===== config.mk =====
export PLATFORM = sky130hd
export DESIGN_NAME = two_wire_sensor_bus_master
export DESIGN_NICKNAME = d
export VERILOG_FILES = /design/src/rtl/twsb_pkg.sv /design/src/rtl/two_wire_sensor_bus_master.sv
export VERILOG_INCLUDE_DIRS = /design/src /design/src/rtl
export SDC_FILE = /design/constraint.sdc
export NUM_CORES = 1
export LEC_CHECK = 0
export BUFFER_PORTS_ARGS = -buffer_cell sky130_fd_sc_hd__buf_2
export CORE_ASPECT_RATIO = 0.9
export CORE_UTILIZATION = 40
export DETAILED_ROUTE_END_ITERATION = 12
export PLACE_DENSITY_LB_ADDON = 0.3
export REMOVE_ABC_BUFFERS = 1
export SYNTH_ARGS = -nofsm -noshare
export SYNTH_HDL_FRONTEND = slang
export SYNTH_SLANG_ARGS = --single-unit

===== constraint.sdc =====
create_clock -name clk -period 4.97 [get_ports clk]
set_input_delay 0.497 -clock clk [delete_from_list [all_inputs] [get_ports clk]]
set_output_delay 0.497 -clock clk [all_outputs]
set_load 0.02 [all_outputs]

===== src/rtl/two_wire_sensor_bus_master_assert.svh =====
// ----------------------------------------------------------------------------
// Assertion macros for the two-wire sensor bus master
// Small wrappers so that checks in the RTL read as one line each
// ----------------------------------------------------------------------------
`ifndef TWO_WIRE_SENSOR_BUS_MASTER_ASSERT_SVH
`define TWO_WIRE_SENSOR_BUS_MASTER_ASSERT_SVH

// same-cycle implication, checked only while out of reset
`define TWSB_ASSERT_NOW(label, clk, rst_n, ante, cons) \
	label: assert property (@(posedge clk) disable iff (!(rst_n)) (ante) |-> (cons)) \
		else $error("twsb check failed");

// next-cycle implication, checked only while out of reset
`define TWSB_ASSERT_NEXT(label, clk, rst_n, ante, cons) \
	label: assert property (@(posedge clk) disable iff (!(rst_n)) (ante) |=> (cons)) \
		else $error("twsb check failed");

`endif


===== src/rtl/twsb_pkg.sv =====
// ----------------------------------------------------------------------------
// twsb_pkg
// Phase codes, command codes and bit tables of the two-wire sensor bus master
// ----------------------------------------------------------------------------
package twsb_pkg;

	// command codes carried in the kind field
	localparam logic [2:0] KIND_TICK         = 3'd0;
	localparam logic [2:0] KIND_SOFT_RESET   = 3'd1;
	localparam logic [2:0] KIND_MEAS_TEMP    = 3'd2;
	localparam logic [2:0] KIND_MEAS_HUM     = 3'd3;
	localparam logic [2:0] KIND_READ_STATUS  = 3'd4;
	localparam logic [2:0] KIND_WRITE_STATUS = 3'd5;

	// command bytes placed on the bus
	localparam logic [7:0] CMD_SOFT_RESET   = 8'h1e;
	localparam logic [7:0] CMD_MEAS_TEMP    = 8'h03;
	localparam logic [7:0] CMD_MEAS_HUM     = 8'h05;
	localparam logic [7:0] CMD_READ_STATUS  = 8'h07;
	localparam logic [7:0] CMD_WRITE_STATUS = 8'h06;
	localparam logic [7:0] CMD_NONE         = 8'h00;

	localparam logic [17:0] TIMEOUT_RESET = 18'd131070;

	// transmission start pattern, bit k is step k
	localparam logic [6:0] START_DATA = 7'b1100011;
	localparam logic [6:0] START_SCK  = 7'b0110110;

	typedef enum logic [4:0] {
		PH_IDLE     = 5'd0,
		PH_CR_INIT  = 5'd1,
		PH_CR_HIGH  = 5'd2,
		PH_CR_LOW   = 5'd3,
		PH_TS_FIRST = 5'd4,
		PH_TS_1     = 5'd5,
		PH_TS_2     = 5'd6,
		PH_TS_3     = 5'd7,
		PH_TS_4     = 5'd8,
		PH_TS_5     = 5'd9,
		PH_TS_LAST  = 5'd10,
		PH_WB_SET   = 5'd11,
		PH_WB_HIGH  = 5'd12,
		PH_WB_LOW   = 5'd13,
		PH_WB_REL   = 5'd14,
		PH_WB_AHIGH = 5'd15,
		PH_WB_ALOW  = 5'd16,
		PH_WAIT     = 5'd17,
		PH_RB_HIGH  = 5'd18,
		PH_RB_LOW   = 5'd19,
		PH_RB_ASET  = 5'd20,
		PH_RB_AHIGH = 5'd21,
		PH_RB_ALOW  = 5'd22,
		PH_RB_REL   = 5'd23
	} phase_t;

	// command byte sent on the bus for each kind
	function automatic logic [7:0] cmd_byte(input logic [2:0] kind);
		logic [7:0] b;
		unique case (kind)
			KIND_SOFT_RESET:   b = CMD_SOFT_RESET;
			KIND_MEAS_TEMP:    b = CMD_MEAS_TEMP;
			KIND_MEAS_HUM:     b = CMD_MEAS_HUM;
			KIND_READ_STATUS:  b = CMD_READ_STATUS;
			KIND_WRITE_STATUS: b = CMD_WRITE_STATUS;
			default:           b = CMD_NONE;
		endcase
		return b;
	endfunction

endpackage


===== src/rtl/two_wire_sensor_bus_master.sv =====
// ----------------------------------------------------------------------------
// two_wire_sensor_bus_master
// Tick-level master for a two-wire humidity/temperature sensor bus
// ----------------------------------------------------------------------------
//
//  channel  | handshake            | word
//  ---------+----------------------+-------------------------------------------
//  input    | in_valid / in_stall  | kind, write_value, data_in (one bus tick)
//  output   | out_valid / out_stall| pin levels, busy/done, read data, errors
//  config   | cfg_valid / cfg_ready| timeout_ticks
//
//  one input word per clock while neither side stalls, each gives exactly one output word
//  the path runs input register, phase step logic, result register
//  the phase registers advance only when the input word moves into the
//  result register, so stalls on either side never skip or repeat a tick
//  arst_n clears all control and sequencer state, timeout_ticks to 131070
//  cfg_ready is always high, the timeout may be rewritten between words
//
`include "two_wire_sensor_bus_master_assert.svh"

module two_wire_sensor_bus_master (
	input  logic        clk,
	input  logic        arst_n,
	// configuration
	input  logic        cfg_valid,
	output logic        cfg_ready,
	input  logic [17:0] timeout_ticks,
	// input words
	input  logic        in_valid,
	output logic        in_stall,
	input  logic [2:0]  kind,
	input  logic [7:0]  write_value,
	input  logic        data_in,
	// output words
	output logic        out_valid,
	input  logic        out_stall,
	output logic        sck_level,
	output logic        data_drive_enable,
	output logic        data_drive_level,
	output logic        busy_res,
	output logic        done_res,
	output logic [15:0] read_value,
	output logic [7:0]  checksum,
	output logic [1:0]  error_count
);

	// input register
	logic        v_s1;
	logic [2:0]  kind_s1;
	logic [7:0]  wval_s1;
	logic        din_s1;

	// result register
	logic        v_s2;
	logic        sck_s2, en_s2, lvl_s2, busy_s2, done_s2;
	logic [15:0] rval_s2;
	logic [7:0]  csum_s2;
	logic [1:0]  err_s2;

	// sequencer state
	logic [17:0]        timeout_q;
	twsb_pkg::phase_t   phase_q;
	logic [2:0]         cmd_q;
	logic [3:0]         bit_q;
	logic [1:0]         byte_q;
	logic [7:0]         shift_q;
	logic [7:0]         pend_q;
	logic [15:0]        res_q;
	logic [7:0]         csum_q;
	logic [17:0]        wait_q;
	logic [1:0]         err_q;

	// state as seen by this tick, after a possible command launch
	logic               start;
	twsb_pkg::phase_t   ph_e;
	logic [2:0]         cmd_e;
	logic [3:0]         bit_e;
	logic [1:0]         byte_e;
	logic [7:0]         shift_e;
	logic [7:0]         pend_e;
	logic [15:0]        res_e;
	logic [7:0]         csum_e;
	logic [17:0]        wait_e;
	logic [1:0]         err_e;

	// next state
	twsb_pkg::phase_t   ph_n;
	logic [3:0]         bit_n;
	logic [1:0]         byte_n;
	logic [7:0]         shift_n;
	logic [15:0]        res_n;
	logic [7:0]         csum_n;
	logic [17:0]        wait_n;
	logic [1:0]         err_n;

	// pin and status outputs of this tick
	logic        sck_c, en_c, lvl_c, busy_c, done_c;

	logic        adv;
	logic        rb_last;
	logic [4:0]  ts_off;
	logic [2:0]  ts_k;
	logic [1:0]  err_inc;
	logic [3:0]  bit_inc;
	logic [17:0] wait_inc;
	logic [7:0]  shift_in;

	// word moves from input register to result register
	assign adv      = v_s1 && (!v_s2 || !out_stall);
	assign in_stall = v_s1 && !adv;
	assign cfg_ready = 1'b1;

	always_ff @(posedge clk or negedge arst_n) begin
		if (!arst_n) begin
			timeout_q <= twsb_pkg::TIMEOUT_RESET;
		end else if (cfg_valid && cfg_ready) begin
			timeout_q <= timeout_ticks;
		end
	end

	// input register
	always_ff @(posedge clk or negedge arst_n) begin
		if (!arst_n) begin
			v_s1 <= 1'b0;
		end else if (!in_stall) begin
			v_s1 <= in_valid;
		end
	end

	always_ff @(posedge clk) begin
		if (in_valid && !in_stall) begin
			kind_s1 <= kind;
			wval_s1 <= write_value;
			din_s1  <= data_in;
		end
	end

	// command launch from idle happens on the same tick as its first step
	always_comb begin
		start   = (phase_q == twsb_pkg::PH_IDLE) &&
			(kind_s1 >= twsb_pkg::KIND_SOFT_RESET) &&
			(kind_s1 <= twsb_pkg::KIND_WRITE_STATUS);
		ph_e    = phase_q;
		cmd_e   = cmd_q;
		bit_e   = bit_q;
		byte_e  = byte_q;
		shift_e = shift_q;
		pend_e  = pend_q;
		res_e   = res_q;
		csum_e  = csum_q;
		wait_e  = wait_q;
		err_e   = err_q;
		if (start) begin
			cmd_e   = kind_s1;
			err_e   = 2'd0;
			res_e   = 16'd0;
			csum_e  = 8'd0;
			wait_e  = 18'd0;
			bit_e   = 4'd0;
			byte_e  = 2'd0;
			shift_e = 8'd0;
			if (kind_s1 == twsb_pkg::KIND_WRITE_STATUS) begin
				pend_e = wval_s1;
			end
			ph_e = (kind_s1 == twsb_pkg::KIND_SOFT_RESET) ?
				twsb_pkg::PH_CR_INIT : twsb_pkg::PH_TS_FIRST;
		end
	end

	// shared helpers of the step logic
	assign rb_last  = (cmd_e == twsb_pkg::KIND_READ_STATUS) ? (byte_e >= 2'd1)
		: (byte_e >= 2'd2);
	assign ts_off   = ph_e - twsb_pkg::PH_TS_FIRST;
	assign ts_k     = ts_off[2:0];
	assign err_inc  = (err_e == 2'd3) ? err_e : err_e + 2'd1;
	assign bit_inc  = bit_e + 4'd1;
	assign wait_inc = wait_e + 18'd1;
	assign shift_in = {shift_e[6:0], din_s1};

	// next state
	always_comb begin
		ph_n    = ph_e;
		bit_n   = bit_e;
		byte_n  = byte_e;
		shift_n = shift_e;
		res_n   = res_e;
		csum_n  = csum_e;
		wait_n  = wait_e;
		err_n   = err_e;
		unique case (ph_e) inside
			twsb_pkg::PH_IDLE: begin
			end
			twsb_pkg::PH_TS_FIRST, twsb_pkg::PH_TS_1, twsb_pkg::PH_TS_2,
			twsb_pkg::PH_TS_3, twsb_pkg::PH_TS_4, twsb_pkg::PH_TS_5: begin
				ph_n = twsb_pkg::phase_t'(ph_e + 5'd1);
			end
			twsb_pkg::PH_TS_LAST: begin
				shift_n = twsb_pkg::cmd_byte(cmd_e);
				bit_n   = 4'd0;
				byte_n  = 2'd0;
				ph_n    = twsb_pkg::PH_WB_SET;
			end
			twsb_pkg::PH_CR_INIT: begin
				bit_n = 4'd0;
				ph_n  = twsb_pkg::PH_CR_HIGH;
			end
			twsb_pkg::PH_CR_HIGH: begin
				ph_n = twsb_pkg::PH_CR_LOW;
			end
			twsb_pkg::PH_CR_LOW: begin
				if (bit_inc >= 4'd9) begin
					bit_n = 4'd0;
					ph_n  = twsb_pkg::PH_TS_FIRST;
				end else begin
					bit_n = bit_inc;
					ph_n  = twsb_pkg::PH_CR_HIGH;
				end
			end
			twsb_pkg::PH_WB_SET: begin
				ph_n = twsb_pkg::PH_WB_HIGH;
			end
			twsb_pkg::PH_WB_HIGH: begin
				ph_n = twsb_pkg::PH_WB_LOW;
			end
			twsb_pkg::PH_WB_LOW: begin
				shift_n = {shift_e[6:0], 1'b0};
				bit_n   = bit_inc;
				ph_n    = (bit_inc >= 4'd8) ? twsb_pkg::PH_WB_REL : twsb_pkg::PH_WB_SET;
			end
			twsb_pkg::PH_WB_REL: begin
				ph_n = twsb_pkg::PH_WB_AHIGH;
			end
			twsb_pkg::PH_WB_AHIGH: begin
				ph_n = twsb_pkg::PH_WB_ALOW;
			end
			twsb_pkg::PH_WB_ALOW: begin
				if (din_s1) begin
					err_n = err_inc;
				end
				bit_n = 4'd0;
				if (cmd_e == twsb_pkg::KIND_WRITE_STATUS && byte_e == 2'd0) begin
					byte_n  = 2'd1;
					shift_n = pend_e;
					ph_n    = twsb_pkg::PH_WB_SET;
				end else if (cmd_e == twsb_pkg::KIND_MEAS_TEMP ||
					cmd_e == twsb_pkg::KIND_MEAS_HUM) begin
					wait_n = 18'd0;
					ph_n   = twsb_pkg::PH_WAIT;
				end else if (cmd_e == twsb_pkg::KIND_READ_STATUS) begin
					byte_n  = 2'd0;
					shift_n = 8'd0;
					ph_n    = twsb_pkg::PH_RB_HIGH;
				end else begin
					ph_n = twsb_pkg::PH_IDLE;
				end
			end
			twsb_pkg::PH_WAIT: begin
				// sensor pulls data low when the measurement is ready
				if (din_s1) begin
					wait_n = wait_inc;
					if (wait_inc >= timeout_q) begin
						err_n   = err_inc;
						ph_n    = twsb_pkg::PH_RB_HIGH;
						byte_n  = 2'd0;
						bit_n   = 4'd0;
						shift_n = 8'd0;
					end
				end else begin
					ph_n    = twsb_pkg::PH_RB_HIGH;
					byte_n  = 2'd0;
					bit_n   = 4'd0;
					shift_n = 8'd0;
				end
			end
			twsb_pkg::PH_RB_HIGH: begin
				ph_n = twsb_pkg::PH_RB_LOW;
			end
			twsb_pkg::PH_RB_LOW: begin
				shift_n = shift_in;
				bit_n   = bit_inc;
				if (bit_inc >= 4'd8) begin
					if (rb_last) begin
						csum_n = shift_in;
					end else if (cmd_e == twsb_pkg::KIND_READ_STATUS) begin
						res_n = {8'd0, shift_in};
					end else if (byte_e == 2'd0) begin
						res_n = {shift_in, 8'd0};
					end else begin
						res_n = {res_e[15:8], shift_in};
					end
					ph_n = twsb_pkg::PH_RB_ASET;
				end else begin
					ph_n = twsb_pkg::PH_RB_HIGH;
				end
			end
			twsb_pkg::PH_RB_ASET: begin
				ph_n = twsb_pkg::PH_RB_AHIGH;
			end
			twsb_pkg::PH_RB_AHIGH: begin
				ph_n = twsb_pkg::PH_RB_ALOW;
			end
			twsb_pkg::PH_RB_ALOW: begin
				ph_n = twsb_pkg::PH_RB_REL;
			end
			twsb_pkg::PH_RB_REL: begin
				if (rb_last) begin
					ph_n = twsb_pkg::PH_IDLE;
				end else begin
					byte_n  = byte_e + 2'd1;
					bit_n   = 4'd0;
					shift_n = 8'd0;
					ph_n    = twsb_pkg::PH_RB_HIGH;
				end
			end
			default: begin
				ph_n = twsb_pkg::PH_IDLE;
			end
		endcase
	end

	// pin levels and status of this tick
	always_comb begin
		sck_c  = 1'b0;
		en_c   = 1'b0;
		lvl_c  = 1'b0;
		busy_c = (ph_e != twsb_pkg::PH_IDLE);
		done_c = 1'b0;
		unique case (ph_e) inside
			twsb_pkg::PH_IDLE, twsb_pkg::PH_WB_REL, twsb_pkg::PH_WAIT,
			twsb_pkg::PH_RB_LOW: begin
			end
			twsb_pkg::PH_TS_FIRST, twsb_pkg::PH_TS_1, twsb_pkg::PH_TS_2,
			twsb_pkg::PH_TS_3, twsb_pkg::PH_TS_4, twsb_pkg::PH_TS_5,
			twsb_pkg::PH_TS_LAST: begin
				en_c  = 1'b1;
				lvl_c = twsb_pkg::START_DATA[ts_k];
				sck_c = twsb_pkg::START_SCK[ts_k];
			end
			twsb_pkg::PH_CR_INIT, twsb_pkg::PH_CR_LOW: begin
				en_c  = 1'b1;
				lvl_c = 1'b1;
			end
			twsb_pkg::PH_CR_HIGH: begin
				en_c  = 1'b1;
				lvl_c = 1'b1;
				sck_c = 1'b1;
			end
			twsb_pkg::PH_WB_SET, twsb_pkg::PH_WB_LOW: begin
				en_c  = 1'b1;
				lvl_c = shift_e[7];
			end
			twsb_pkg::PH_WB_HIGH: begin
				en_c  = 1'b1;
				lvl_c = shift_e[7];
				sck_c = 1'b1;
			end
			twsb_pkg::PH_WB_AHIGH, twsb_pkg::PH_RB_HIGH: begin
				sck_c = 1'b1;
			end
			twsb_pkg::PH_WB_ALOW: begin
				done_c = !(cmd_e == twsb_pkg::KIND_WRITE_STATUS && byte_e == 2'd0) &&
					(cmd_e != twsb_pkg::KIND_MEAS_TEMP) &&
					(cmd_e != twsb_pkg::KIND_MEAS_HUM) &&
					(cmd_e != twsb_pkg::KIND_READ_STATUS);
			end
			twsb_pkg::PH_RB_ASET, twsb_pkg::PH_RB_ALOW: begin
				// master ack, withheld after the checksum
				en_c  = 1'b1;
				lvl_c = rb_last;
			end
			twsb_pkg::PH_RB_AHIGH: begin
				en_c  = 1'b1;
				lvl_c = rb_last;
				sck_c = 1'b1;
			end
			twsb_pkg::PH_RB_REL: begin
				done_c = rb_last;
			end
			default: begin
				busy_c = 1'b0;
			end
		endcase
	end

	// sequencer registers step once per word
	always_ff @(posedge clk or negedge arst_n) begin
		if (!arst_n) begin
			phase_q <= twsb_pkg::PH_IDLE;
			cmd_q   <= 3'd0;
			bit_q   <= 4'd0;
			byte_q  <= 2'd0;
			shift_q <= 8'd0;
			pend_q  <= 8'd0;
			res_q   <= 16'd0;
			csum_q  <= 8'd0;
			wait_q  <= 18'd0;
			err_q   <= 2'd0;
		end else if (adv) begin
			phase_q <= ph_n;
			cmd_q   <= cmd_e;
			bit_q   <= bit_n;
			byte_q  <= byte_n;
			shift_q <= shift_n;
			pend_q  <= pend_e;
			res_q   <= res_n;
			csum_q  <= csum_n;
			wait_q  <= wait_n;
			err_q   <= err_n;
		end
	end

	// result register
	always_ff @(posedge clk or negedge arst_n) begin
		if (!arst_n) begin
			v_s2 <= 1'b0;
		end else if (!v_s2 || !out_stall) begin
			v_s2 <= v_s1;
		end
	end

	always_ff @(posedge clk) begin
		if (adv) begin
			sck_s2  <= sck_c;
			en_s2   <= en_c;
			lvl_s2  <= lvl_c;
			busy_s2 <= busy_c;
			done_s2 <= done_c;
			// result fields only carry data on the finishing tick
			rval_s2 <= done_c ? res_n : 16'd0;
			csum_s2 <= done_c ? csum_n : 8'd0;
			err_s2  <= done_c ? err_n : 2'd0;
		end
	end

	assign out_valid         = v_s2;
	assign sck_level         = sck_s2;
	assign data_drive_enable = en_s2;
	assign data_drive_level  = lvl_s2;
	assign busy_res          = busy_s2;
	assign done_res          = done_s2;
	assign read_value        = rval_s2;
	assign checksum          = csum_s2;
	assign error_count       = err_s2;

	`TWSB_ASSERT_NOW(a_done_busy, clk, arst_n, v_s2 && done_s2, busy_s2)
	`TWSB_ASSERT_NOW(a_res_on_done, clk, arst_n, v_s2 && !done_s2,
		rval_s2 == 16'd0 && csum_s2 == 8'd0 && err_s2 == 2'd0)
	`TWSB_ASSERT_NOW(a_lvl_needs_en, clk, arst_n, v_s2 && !en_s2, !lvl_s2)
	`TWSB_ASSERT_NEXT(a_idle_holds, clk, arst_n,
		adv && phase_q == twsb_pkg::PH_IDLE && !start, phase_q == twsb_pkg::PH_IDLE)

endmodule


Yosys cells after proc, flatten, opt, wreduce, memory -nomap -nowiden
Memory sizes are Yosys's and may differ from the RTL's.
Index checks and enable logic that the tools add are counted.
W data, S select, Z words.
{"block": "word_totals", "reg_bits": 137, "mem_bits_ro": 16, "out_inout_bits": 34, "memories": 2}
{"block": "classes", "n_addsub": 6, "order_cmp": 8, "n_eq_ne": 34, "muxes": 66, "n_reduce_logical": 30}
{"memory": "(name not given)", "depth": 8, "word_bits": 1, "rd": 1, "rd_ports_with_merged_regs": 0, "wr": 0, "line_no": "two_wire_sensor_bus_master.sv:337", "source": "sck_c = twsb_pkg::START_SCK[ts_k];"}
{"memory": "(name not given)", "depth": 8, "word_bits": 1, "rd": 1, "rd_ports_with_merged_regs": 0, "wr": 0, "line_no": "two_wire_sensor_bus_master.sv:336", "source": "lvl_c = twsb_pkg::START_DATA[ts_k];"}
{"operator": "$mux W8", "n": 13}
{"operator": "$mux W16", "n": 6}
{"operator": "$pmux W5 S19", "n": 1}
{"operator": "$mux W18", "n": 4}
{"operator": "$pmux W8 S6", "n": 1}
{"operator": "$eq A5 B4 Y1 const B", "n": 8}
{"operator": "$eq A5 B5 Y1 const B", "n": 8}
{"operator": "$pmux W18 S2", "n": 1}
{"operator": "$mux W5", "n": 7}
{"operator": "$pmux W5 S5", "n": 1}
{"operator": "$mux W2", "n": 12}
{"operator": "$reduce_or A24 Y1", "n": 1}
{"operator": "$eq A5 B3 Y1 const B", "n": 4}
{"operator": "$mux W4", "n": 5}
{"operator": "$pmux W4 S5", "n": 1}
{"operator": "$add A18 B1 Y18 const B", "n": 1}
{"operator": "$ge A18 B18 Y1", "n": 1}
{"operator": "$reduce_or A16 Y1", "n": 1}
{"operator": "$mux W3", "n": 5}
{"operator": "$reduce_or A3 Y1", "n": 4}
{"operator": "$eq A5 B2 Y1 const B", "n": 2}
{"operator": "$logic_not A5 Y1", "n": 2}
{"operator": "$eq A3 B3 Y1 const B", "n": 3}
{"operator": "$logic_and A1 B1 Y1", "n": 9}
{"operator": "other kinds (29)", "n": 43}

Depth between registers and ports, before layout
{"block": "depth", "word_depth": 11, "ltp_mapped": 22}

Worst setup path after synthesis
OpenSTA, ideal clock, no wires.
{"block": "synth_path", "kind": "register to register", "from": "register kind_s1[2]", "to": "register shift_q[5]", "setup_time_ns": 0.074, "arrival_time_ns": 4.780, "t_required_ns": 4.896, "slack_ns": 0.116, "stages_incl_launch_ff": 22, "path_buffers": 4, "synth_period_minus_slack_ns": 4.854, "path_cell_list": "edfxtp_1 buf_2 or3_1 nand3_2 buf_1 buf_2 clkbuf_1 and2_1 ha_1 nand3_1 nor3_1 and2_1 nand3_1 xor2_1 nor2_1 ha_1 and4_1 and4_1 a221oi_1 o211ai_1 nand4b_1 a32o_1"}
{"block": "synth_via", "elab_chain_len": 9, "word_cells_on_any_way": 39, "classes_between": "add/sub (1); order compare (5); eq/ne (12); mux (16); reduce/logical (5)"}
{"element": "start, declared", "line_no": "two_wire_sensor_bus_master.sv:49", "source": "logic [2:0] kind_s1;"}
{"element": "start signal, assigned", "line_no": "two_wire_sensor_bus_master.sv:132", "source": "kind_s1 <= kind;"}
{"element": "$ge A3 B1 Y1", "line_no": "two_wire_sensor_bus_master.sv:141", "source": "(kind_s1 >= twsb_pkg::KIND_SOFT_RESET) &&"}
{"element": "$logic_and A1 B1 Y1", "line_no": "two_wire_sensor_bus_master.sv:140", "source": "start = (phase_q == twsb_pkg::PH_IDLE) &&"}
{"element": "$logic_and A1 B1 Y1", "line_no": "two_wire_sensor_bus_master.sv:141"}
{"element": "$mux W18 or $mux W3 (tied branches)", "line_no": "two_wire_sensor_bus_master.sv:153", "source": "if (start) begin"}
{"element": "$add A18 B1 Y18 (tied with other cells)", "line_no": "two_wire_sensor_bus_master.sv:177", "source": "assign wait_inc = wait_e + 18'd1;"}
{"element": "$ge A18 B18 Y1 (tied with other cells)", "line_no": "two_wire_sensor_bus_master.sv:261", "source": "if (wait_inc >= timeout_q) begin"}
{"element": "$mux W8, on equally long branches", "line_no": "two_wire_sensor_bus_master.sv:261, two_wire_sensor_bus_master.sv:245"}
{"element": "$mux W8, on equally long branches", "line_no": "two_wire_sensor_bus_master.sv:259, two_wire_sensor_bus_master.sv:241"}
{"element": "$pmux W8 S6 (*)", "line_no": "two_wire_sensor_bus_master.sv:190", "source": "unique case (ph_e) inside"}
{"element": "end signal, assigned", "line_no": "two_wire_sensor_bus_master.sv:403", "source": "shift_q <= shift_n;"}
{"element": "end, declared", "line_no": "two_wire_sensor_bus_master.sv:66", "source": "logic [7:0] shift_q;"}
Every way passes the cells marked *; elsewhere a longest branch is shown, timed or not.
A chain may end at the register's enable or synchronous reset.

Worst setup path after layout
{"block": "layout_path", "from": "register kind_s1[0]", "to": "register shift_q[2]"}
{"block": "layout_via", "elab_chain_len": 9, "word_cells_on_any_way": 41, "classes_between": "add/sub (1); order compare (5); eq/ne (13); mux (17); reduce/logical (5)"}
{"element": "$ge A3 B1 Y1", "line_no": "two_wire_sensor_bus_master.sv:141"}
{"element": "$logic_and A1 B1 Y1", "line_no": "two_wire_sensor_bus_master.sv:140"}
{"element": "$logic_and A1 B1 Y1", "line_no": "two_wire_sensor_bus_master.sv:141"}
{"element": "$mux W18 or $mux W3 (tied branches)", "line_no": "two_wire_sensor_bus_master.sv:153"}
{"element": "$add A18 B1 Y18 (tied with other cells)", "line_no": "two_wire_sensor_bus_master.sv:177"}
{"element": "$ge A18 B18 Y1 (tied with other cells)", "line_no": "two_wire_sensor_bus_master.sv:261"}
{"element": "$mux W8, on equally long branches", "line_no": "two_wire_sensor_bus_master.sv:261, two_wire_sensor_bus_master.sv:245"}
{"element": "$mux W8, on equally long branches", "line_no": "two_wire_sensor_bus_master.sv:259, two_wire_sensor_bus_master.sv:241"}
{"element": "$pmux W8 S6 (*)", "line_no": "two_wire_sensor_bus_master.sv:190"}
Marked as above.

==> key figures <==
STA
  • Final Max Tran Viols: 0
  • Fin crit share: 94.1%
  • Tmin final: 4.68 ns
  • Final count of hold timing violations: 0
  • Fmax: 214 MHz
  • RSZ-0062 raised after global routing: no
  • Setup violators final: 0
  • Worst Skew: 0.00985 ns
  • Slew HR: 44.1%
  • Least-Margin Pin Slew: 0.832 ns
  • Final setup TNS: 0 ns

Floorplanning
  • Core area: 0.0195 mm^2
  • Die ar.: 0.0208 mm^2
  • Ports: 69
  • FP Rows: 48
  • Initial Utilization: 41.5%
  • Die Width: 152 um
  • Die Y: 137 um

Finish
  • Proportion of layout cells with a drive suffix above 1: 19.8%
  • Fillers: 1879
  • Area delta synth->final: 14.1%
  • Non-filler cells, final: 1128
  • Fin nets: 927
  • N_diodes: 0
  • Util after Layout: 47.3%

Synth
  • Post-synth top area share: 24.2%
  • Dominant cell type by area after synthesis: dfrtp_1
  • Gate Count Post-Synth: 814
  • Average footprint of a synthesized cell: 9.92 um^2
  • Synth cell types: 92
  • Synthesized cell area: 0.00807 mm^2
  • Synth Register Bits: 137
  • Main area contributors after synthesis: dfrtp_1 24%, edfxtp_1 16%, dfstp_2 5.2%
  • Sequential fraction of the synthesis area: 45.4%
  • EDFF count, synth: 43
  • Post-synth top cells: 83 x nand2_1, 78 x dfrtp_1, 52 x o21ai_0
  • Synth Flop Type: dfrtp_1
  • Count leader, synth: nand2_1
  • Ys async rst share: 68.6%
  • Synth Warn #: 0

Global routing
  • Largest net degree at the start of global routing: 62
  • Global route hottest layer: met1
  • Global-route usage over all layers: 21.9%
  • Initial antenna violation count: 0
  • First-pass GRT wire length: 34900 um
  • Met1 Use GR: 33.5%
  • Vias in the first global route: 6331
  • Met3 global-route usage: 3.80%
  • GR Layer Usage met2: 30.8%
  • GRT overflow: 0

Clock network
  • TritonCTS buffer count: 17
  • CTS HTree Levels: 4
  • Clock Latency Late Sink: 0.44 ns
  • Clock transition at the registers of the reported paths: 0.07 ns
  • Clk sinks: 137
  • CTS tree: built
  • Clock root cell: clkbuf_16
  • Clk buf depth: 2

Place
  • Number of port buffers: 67
  • Detailed Place HPWL: 14600 um
  • RD Place Congestion: 0.956
  • Post-Place Cells: 1096

Route
  • Antenna Nets Post-Route: 0
  • Starting DRT DRC Count: 629
  • Vias post-DR: 6821
  • Avg Vias per Cell: 6.05
  • Number of remaining DRC errors: 0
  • Avg WL per Cell: 19.0 um
  • Post-Route WL: 21400 um
  • Drt first pass iters: 7

Power and ir drop
  • Pwr Total: 4570 uW
  • Pwr dens: 496 mW/mm^2
  • Worst vdd ir: 0.442 mV
  • Leak pwr: 0.00384 uW

Critical path
  • Crit path capture type: flip-flop
  • Critical Path AT: 5.00 ns
  • Crit path max fanout: 61
  • Startpoint Class: flip-flop
  • CP required: 5.29 ns
  • Critical setup path kind: reg2reg

Hold path
  • HP Class: in2async

Flow run
  • Max-cap viol count: 0

Status
  • Status: completed
-- power by group --
part	total [uW]	switching, uW	internal (uW)
clock	1320	560	760
combinational	1800	1230	576
sequential	1450	116	1330
-- placed cells by master (no fill, tap or decap), types with 4 or more instances in the layout --
cell type  instances
nand2_1           83
dfrtp_1           78
buf_2             66
o21ai_0           52
nor2_1            43
edfxtp_1          43
inv_1             40
nand3_1           35
a21oi_1           35
ha_1              27
mux2i_1           25
a22o_1            19
buf_4             18
nand4_1           17
clkbuf_16         17
o22ai_1           16
dfstp_2           16
a32o_1            15
nor3_1            13
xor2_1            12
xnor2_1           12
and2_1             9
a31oi_1            9
mux2_2             9
or3_1              8
and4_1             8
o211ai_1           8
and3_1             7
o221ai_1           7
a32oi_1            6
nand2b_1           6
a22oi_1            6
o31a_1             5
inv_6              5
nor2b_1            4
nor4bb_1           4
o31ai_1            4
-- area by class of cell --
cell class | count | area [um^2] | area share [%]
timing repair buffer | 84 | 465 | 5.05
tap | 250 | 313 | 3.40
clock inverter | 15 | 183 | 1.98
sequential | 137 | 3660 | 39.8
multi-input combinational | 580 | 3990 | 43.4
inverter | 45 | 169 | 1.83
clock buffer | 17 | 425 | 4.62
-- kinds of logic (layout without fill, tap and decap cells) --
kind of cell / Yosys count / after routing / share of synthesized area, %
and+or+nand+nor: 266 / 266 / 17.5
AOI/OAI and AO/OA: 228 / 228 / 20.7
DFF: 137 / 137 / 45.4
buffers and inverters: 97 / 161 / 5.21
muxes: 34 / 34 / 4.36
adders and majority gates: 27 / 27 / 4.19
xor gates and xnor gates: 24 / 24 / 2.60
other: 1 / 1 / 0.0465
-- sequential cells by signal, indices dropped and copies added, names as in the netlist --
name / flops
data_drive_level: 1
sck_level: 1
timeout_q: 18
csum_q: 8
read_value: 16
err_q: 2
error_count: 2
phase_q: 5
shift_q: 8
wval_s1: 8
data_drive_enable: 1
v_s1: 1
out_valid: 1
din_s1: 1
byte_q: 2
bit_q: 4
done_res: 1
checksum: 8
kind_s1: 3
cmd_q: 3
res_q: 16
pend_q: 8
wait_q: 18
busy_res: 1
-- stage by stage --
stage	worst slack [ns]	hold slack (ns)	area [um^2]
3_3_place_gp	0.422	0.462	8600
5_1_grt	0.0233	0.0967	9210
3_5_place_dp	0.358	0.476	8600
2_1_floorplan	-0.123	0.201	7820
4_1_cts	0.303	0.0599	9210
6_report	0.292	0.0507	9210
-- critical path, cell delays in order, from the launching register on --
cell and delay (ns):
edfxtp_1 0.53, or3_1 0.45, nand3_2 0.14, buf_4 0.53, and4_1 0.46, nand4_1 0.17, xor2_1 0.19, ha_1 0.31
nand2_1 0.05, o21ai_0 0.30, o21ai_0 0.28, o211ai_1 0.39, nand4b_1 0.35, a32o_1 0.36
-- layer usage --
metal	wire [um]	part of all wire, %
met3	1380	6.5
met2	9100	43
met4	329	1.5
met5	0	0
met1	10600	49
-- worst paths after layout --
path	startpoint	to	cells after the start	slack, ns
setup / recovery	kind_s1[0]	shift_q[2]	13	0.29
max in group asynchronous	arst_n	wait_q[17]	2	3.71
hold / removal	arst_n	wait_q[2]	1	0.05
setup reg to reg	kind_s1[0]	shift_q[2]	13	0.29
min in group clk	write_value[2]	wval_s1[2]	1	0.24
hold reg to reg	err_q[0]	err_q[0]	2	0.49
-- repair_timing --
item	in CTS	in global routing
endpoints found under the setup margin	0	11
buffers inserted	0	0
hold buffers	0	0
gates resized for setup	0	1
(Power assumes the default switching activity.)
